### src/hw/rtl/htfl_pkg.sv
// ----------------------------------------------------------------------------
// htfl_pkg
// Shared constants and codes of the handle table free-list allocator.
// ----------------------------------------------------------------------------
package htfl_pkg;

  localparam int TABLE_DEPTH   = 64;
  localparam int ADDRESS_WIDTH = 64;
  localparam int HANDLE_SPAN   = 64;
  localparam int HANDLE_W      = 6;
  localparam int OBJ_ADDR_W    = 64;

  localparam int CAPACITY = (TABLE_DEPTH < HANDLE_SPAN) ? TABLE_DEPTH : HANDLE_SPAN;
  localparam int IDX_W    = (CAPACITY > 1) ? $clog2(CAPACITY) : 1;
  localparam int LINK_W   = $clog2(CAPACITY + 1);

  localparam logic [LINK_W-1:0] EMPTY_MARK = LINK_W'(CAPACITY);

  typedef enum logic {
    CMD_ALLOC = 1'b0,
    CMD_FREE  = 1'b1
  } cmd_t;

  typedef enum logic [1:0] {
    ST_OK    = 2'd0,
    ST_FULL  = 2'd1,
    ST_RANGE = 2'd2,
    ST_FREE  = 2'd3
  } status_t;

endpackage

### src/hw/rtl/handle_table_free_list_allocator.sv
// ----------------------------------------------------------------------------
// handle_table_free_list_allocator
// Fixed table of handle slots with a LIFO free list and a never-used pool.
// ----------------------------------------------------------------------------
// channel   signals                                   handshake
// request   start, command, object_address, handle    taken when start && !busy
// result    done, given_handle, status                one-cycle strobe on done
//
// One request per cycle; the result shows on done in the cycle after acceptance.
// busy is always low: the free-list head and its next two links are held in
// registers, and the link memory is read one pop ahead of use.
// Reset clears the free list, the fresh count and all live bits at once.
// The receiver cannot stall; results are not buffered.
module handle_table_free_list_allocator
  import htfl_pkg::*;
(
  input  logic                  clk,
  input  logic                  rst,
  input  logic                  start,
  output logic                  busy,
  input  logic                  command,
  input  logic [OBJ_ADDR_W-1:0] object_address,
  input  logic [HANDLE_W-1:0]   handle,
  output logic                  done,
  output logic [HANDLE_W-1:0]   given_handle,
  output logic [1:0]            status
);

  logic [ADDRESS_WIDTH-1:0] slot_address [CAPACITY];
  logic [LINK_W-1:0]        link_mem     [CAPACITY];

  logic [LINK_W-1:0]   free_head, free_head_next;
  logic [LINK_W-1:0]   head_link, head_link_next;
  logic [LINK_W-1:0]   second_link;
  logic [LINK_W-1:0]   fresh_count, fresh_count_next;
  logic [CAPACITY-1:0] slot_live, slot_live_next;

  logic                accept;
  logic                do_pop, do_fresh, do_push;
  logic [IDX_W-1:0]    alloc_slot;
  logic [IDX_W-1:0]    free_slot;
  status_t             status_next;
  logic [HANDLE_W-1:0] given_next;

  assign busy      = 1'b0;
  assign accept    = start && !busy;
  assign free_slot = handle[IDX_W-1:0];

  always_comb begin
    do_pop           = 1'b0;
    do_fresh         = 1'b0;
    do_push          = 1'b0;
    alloc_slot       = free_head[IDX_W-1:0];
    status_next      = ST_OK;
    given_next       = '0;
    free_head_next   = free_head;
    head_link_next   = head_link;
    fresh_count_next = fresh_count;
    slot_live_next   = slot_live;
    if (command == CMD_ALLOC) begin
      if (free_head != EMPTY_MARK) begin
        do_pop         = 1'b1;
        free_head_next = head_link;
        head_link_next = second_link;
      end else if (fresh_count != LINK_W'(CAPACITY)) begin
        do_fresh         = 1'b1;
        alloc_slot       = fresh_count[IDX_W-1:0];
        fresh_count_next = fresh_count + LINK_W'(1);
      end else begin
        status_next = ST_FULL;
      end
      if (do_pop || do_fresh) begin
        slot_live_next[alloc_slot] = 1'b1;
        given_next                 = HANDLE_W'(alloc_slot);
      end
    end else begin
      if (32'(handle) >= 32'(CAPACITY)) begin
        status_next = ST_RANGE;
      end else if (!slot_live[free_slot]) begin
        status_next = ST_FREE;
      end else begin
        do_push                   = 1'b1;
        free_head_next            = LINK_W'(free_slot);
        head_link_next            = free_head;
        slot_live_next[free_slot] = 1'b0;
      end
    end
  end

  always_ff @(posedge clk) begin
    if (rst) begin
      free_head   <= EMPTY_MARK;
      fresh_count <= '0;
      slot_live   <= '0;
      done        <= 1'b0;
    end else begin
      done <= accept;
      if (accept) begin
        free_head    <= free_head_next;
        fresh_count  <= fresh_count_next;
        slot_live    <= slot_live_next;
        given_handle <= given_next;
        status       <= status_next;
      end
    end
  end

  // head_link = link of free_head, second_link = link of head_link
  always_ff @(posedge clk) begin
    if (accept) begin
      head_link <= head_link_next;
      if (do_push) begin
        second_link <= head_link;
      end else if (do_pop) begin
        second_link <= link_mem[second_link[IDX_W-1:0]];
      end
    end
  end

  always_ff @(posedge clk) begin
    if (accept && do_push) begin
      link_mem[free_slot] <= free_head;
    end
  end

  always_ff @(posedge clk) begin
    if (accept && (do_pop || do_fresh)) begin
      slot_address[alloc_slot] <= object_address[ADDRESS_WIDTH-1:0];
    end
  end

  a_fresh_bound: assert property (@(posedge clk) disable iff (rst)
    fresh_count <= LINK_W'(CAPACITY))
    else $error("fresh count beyond capacity");

  a_one_result: assert property (@(posedge clk) disable iff (rst)
    accept |=> done)
    else $error("accepted request gave no result");

  a_alloc_live: assert property (@(posedge clk) disable iff (rst)
    (accept && command == CMD_ALLOC && status_next == ST_OK)
      |=> slot_live[given_handle[IDX_W-1:0]])
    else $error("granted slot not live");

  a_full_pool: assert property (@(posedge clk) disable iff (rst)
    (accept && status_next == ST_FULL)
      |-> (free_head == EMPTY_MARK && fresh_count == LINK_W'(CAPACITY)))
    else $error("table full reported with slots left");

  a_free_clears: assert property (@(posedge clk) disable iff (rst)
    (accept && do_push)
      |=> (!slot_live[$past(free_slot)]
           && free_head == $past(LINK_W'(free_slot))))
    else $error("freed slot not pushed");

endmodule
### config.mk
export PLATFORM = sky130hd
export DESIGN_NAME = handle_table_free_list_allocator
export DESIGN_NICKNAME = d
export VERILOG_FILES = /design/src/hw/rtl/htfl_pkg.sv /design/src/hw/rtl/handle_table_free_list_allocator.sv
export SDC_FILE = /design/constraint.sdc
export NUM_CORES = 1
export LEC_CHECK = 0
export ABC_CLOCK_PERIOD_IN_PS = 4700
export BUFFER_PORTS_ARGS = -buffer_cell sky130_fd_sc_hd__buf_2
export CORE_MARGIN = 8
export CORE_UTILIZATION = 25
export DETAILED_ROUTE_END_ITERATION = 6
export GPL_ROUTABILITY_DRIVEN = 0
export GPL_TIMING_DRIVEN = 0
export SLEW_MARGIN = 20
export SYNTH_ARGS = -nofsm -noshare
export SYNTH_HDL_FRONTEND = slang
export SYNTH_SLANG_ARGS = --single-unit
### constraint.sdc
create_clock -name clk -period 4.7 [get_ports clk]
set_clock_uncertainty 0.1 [all_clocks]
set_input_delay 0.94 -clock clk [delete_from_list [all_inputs] [get_ports clk]]
set_output_delay 0.94 -clock clk [all_outputs]
set_load 0.01 [all_outputs]
==> results.yml <==
setup_path:
  cp_max_fo: 10
  critPathMaxStageDelay_ns: 0.75
  required_ns: 4.86
  endpoint_kind: "flop"
  rr_worst_depth: 10
  cpMostUsedCell: "buf_6"
  cpMaxStageDelayCell: "nor3_1"
  critical_path_class: "input pin to flop"
  crit_path_start: "handle[0]"
  regToRegSetupSlack_ns: 0.21
  critical_path_buf_inv_count: 6
  path_cells: "buf_2 > buf_6 > buf_6 > buf_6 > buf_6 > nand3_1 > a21oi_1 > o41ai_1 > o211ai_1 > nor3_1 > clkbuf_1 > nor2_1"
  startpoint_type: "input pin"
  cp.arrival_ns: 4.81
  path_delay_family: "buffers and inverters"
floorplanning:
  fp.coreArea_mm2: 0.0914
  initial_core_util: 0.251
  chipHeight_um: 319
  die_w_um: 319
  ioPinCount: 84
  die_area_mm2: 0.102
  row_count: 111
placement:
  port_buffers: 15
  hpwlAfterDp_um: 46300
  pre_cts_slack_ns: -0.384
logic_synthesis:
  yosys.area_share.xor_xnor: 0.00153
  ys_warn_count: 0
  synth-edff-count: 470
  synthMuxAreaShare: 0.156
  yosys.area_share.simple: 0.0710
  seq_area_frac_synth: 0.689
  synth_compound_area_frac: 0.0588
  synthAdderAreaFrac: 0.00109
  synth_top_family_by_area: "multiplexers"
  syn_area_per_cell_um2: 16.4
  netlist_area_mm2: 0.0230
  ys_ff_latch: 555
  synth_ff_type: "edfxtp_1"
  synth_cell_type_count: 60
  async_flop_share: 0
  syn_inst: 1398
  synth_nets: 1474
timing:
  hold_viol: 0
  fin_crit_sh: 0.989
  worst_pin_slew_ns: 1.26
  fin_ws_ns: 0.0502
  rsz0062_at_grt: "no"
  clock.fmax_mhz: 215
  whs_ns: 0.368
  max_slew_margin: 0.161
  slew_viol_final: 0
  period_minus_slack_ns: 4.65
  tns_ns: 0
  finalSetupViolations: 0
cts:
  root_buffer: "clkbuf_16"
  clock_latency_ns: 0.63
  cts_max_level: 2
  clock-sinks: 555
  path_clk_slew_ns: 0.06
  tritoncts: "built"
  cts_setup_buffers: 0
  cts_resized: 0
  cts_buffers: 56
  clockBufferDepth: 3
layout:
  final_cell_mix: "edfxtp_1 (470), mux4_2 (124), nand2_1 (97)"
  area_delta_synth_final_pct: 17.9
  diodes: 0
  nets: 1593
  final_common_cell: "edfxtp_1"
  final_util: 0.296
  fillers: 8961
  layout-drive-gt1-share: 0.263
detailed_routing:
  drc: 0
  drt-initial-drc-count: 1761
  num_vias: 14300
  drt_wl_total_um: 67300
  drt_pass1_iterations: 6
  avgViaCountPerCell: 5.18
  antenna_left: 0
  wl_per_cell_um: 24.5
job:
  drv_cap: 0
hold_path:
  min_to: "slot_live[21]"
  hold_start: "slot_live[21]"
  hp-class: "flop to flop"
  whs_path_depth: 2
pwr:
  finalPower_mw: 13.6
  power.density_mw_per_mm2: 502
  ir_worst_vdd_v: 0.000359
  power_leakage_nw: 8.26
grt:
  track_usage: 0.127
  grt_pass1_vias: 14200
  grt_max_degree: 72
  antenna_found_initial: 1
  gr-total-overflow: 0
  grt_pass1_wl_um: 97500
run_status:
  status: "complete, no violations"
==> worst max-delay path by stage <==
stage / to / cells after the start
3_3_place_gp: slot_live[43] / 13
4_1_cts: flop / 10
5_1_grt: link_mem[37][6] / 12
3_5_place_dp: link_mem[37][0] / 12
6_report: link_mem[37][4] / 12
2_1_floorplan: link_mem[24][0] / 10
==> tightest hold or removal path, cell delays in order (launching register included) <==
cell and delay, ns:
dfxtp_1 0.32, nand2_1 0.06, o21ai_1 0.05
==> registers in the layout (all words and copies together), names as in the netlist, named ones only <==
register,flops
head_link,7
slot_live,64
given_handle,6
free_head,7
status,2
done,1
link_mem,448
second_link,7
fresh_count,7
==> layer usage <==
layer / vias up / wire [µm] / GRT usage
met2: 873 / 31700 / 0.208
met1: 7312 / 26400 / 0.163
met4: 2 / 2510 / 0.0444
met3: 192 / 6670 / 0.0326
li1: 5873 / - / -
met5: - / 13 / 0
==> layout make-up <==
type,instances,area [µm²],share of cell area
flip-flops and latches,555,15800,0.585
multi-input cells,728,6960,0.257
well taps,1186,1480,0.0548
clock buffers,71,1460,0.0539
plain buffers,96,459,0.0170
repair buffers,62,443,0.0164
clock inverters,33,352,0.0130
inverters,18,67.6,0.00250
==> synth_stat cells, drive strengths merged (5+ instances only) <==
master | number | area, µm²
nand3 | 28 | 140
inv | 16 | 60.1
a211oi | 8 | 60.1
nand4 | 17 | 106
a31oi | 6 | 37.5
nor2 | 52 | 195
edfxtp | 470 | 14100
o31ai | 26 | 209
mux2i | 41 | 410
and3 | 7 | 43.8
or3b | 5 | 43.8
nor2b | 9 | 56.3
o22ai | 8 | 50.1
nand2 | 97 | 364
mux4 | 127 | 2870
o21ai | 49 | 245
dfxtp | 85 | 1700
a22o | 5 | 43.8
nor4 | 23 | 159
a22oi | 16 | 120
and3b | 11 | 96.3
a21oi | 49 | 245
buf | 46 | 265
o32ai | 5 | 43.8
clkbuf | 51 | 191
nor3 | 51 | 260
mux2 | 26 | 293
nand3b | 8 | 60.1
o211ai | 7 | 52.6
==> stage by stage <==
| stage | cells | area [µm²] |
|---|---|---|
| after global placement | 2599 | 24500 |
| after detailed placement | 2646 | 25200 |
| after global routing | 2749 | 27100 |
| after CTS | 2749 | 27000 |
| after floorplan | 1398 | 23000 |
| final | 2749 | 27100 |
==> logic make-up after synthesis <==
kind of cell | Yosys count
other | 1
xor gates and xnor gates | 4
AOI/OAI and AO/OA | 204
muxes | 194
buffers and inverters | 115
and+or+nand+nor | 323
DFF | 555
adders and majority gates | 2
==> where the power goes <==
| part | internal, mW | switching [mW] | total (mW) |
|---|---|---|---|
| logic | 1.47 | 2.01 | 3.48 |
| registers | 5.49 | 0.129 | 5.62 |
| clock network | 2.58 | 1.89 | 4.47 |
| total | 9.54 | 4.04 | 13.6 |
==> what timing repair did <==
action	CTS	global route
setup endpoints to repair	1	0
endpoints found under the hold margin	0	0
hold buffers	0	0
Note: power is estimated with default switching activity, not from simulation.
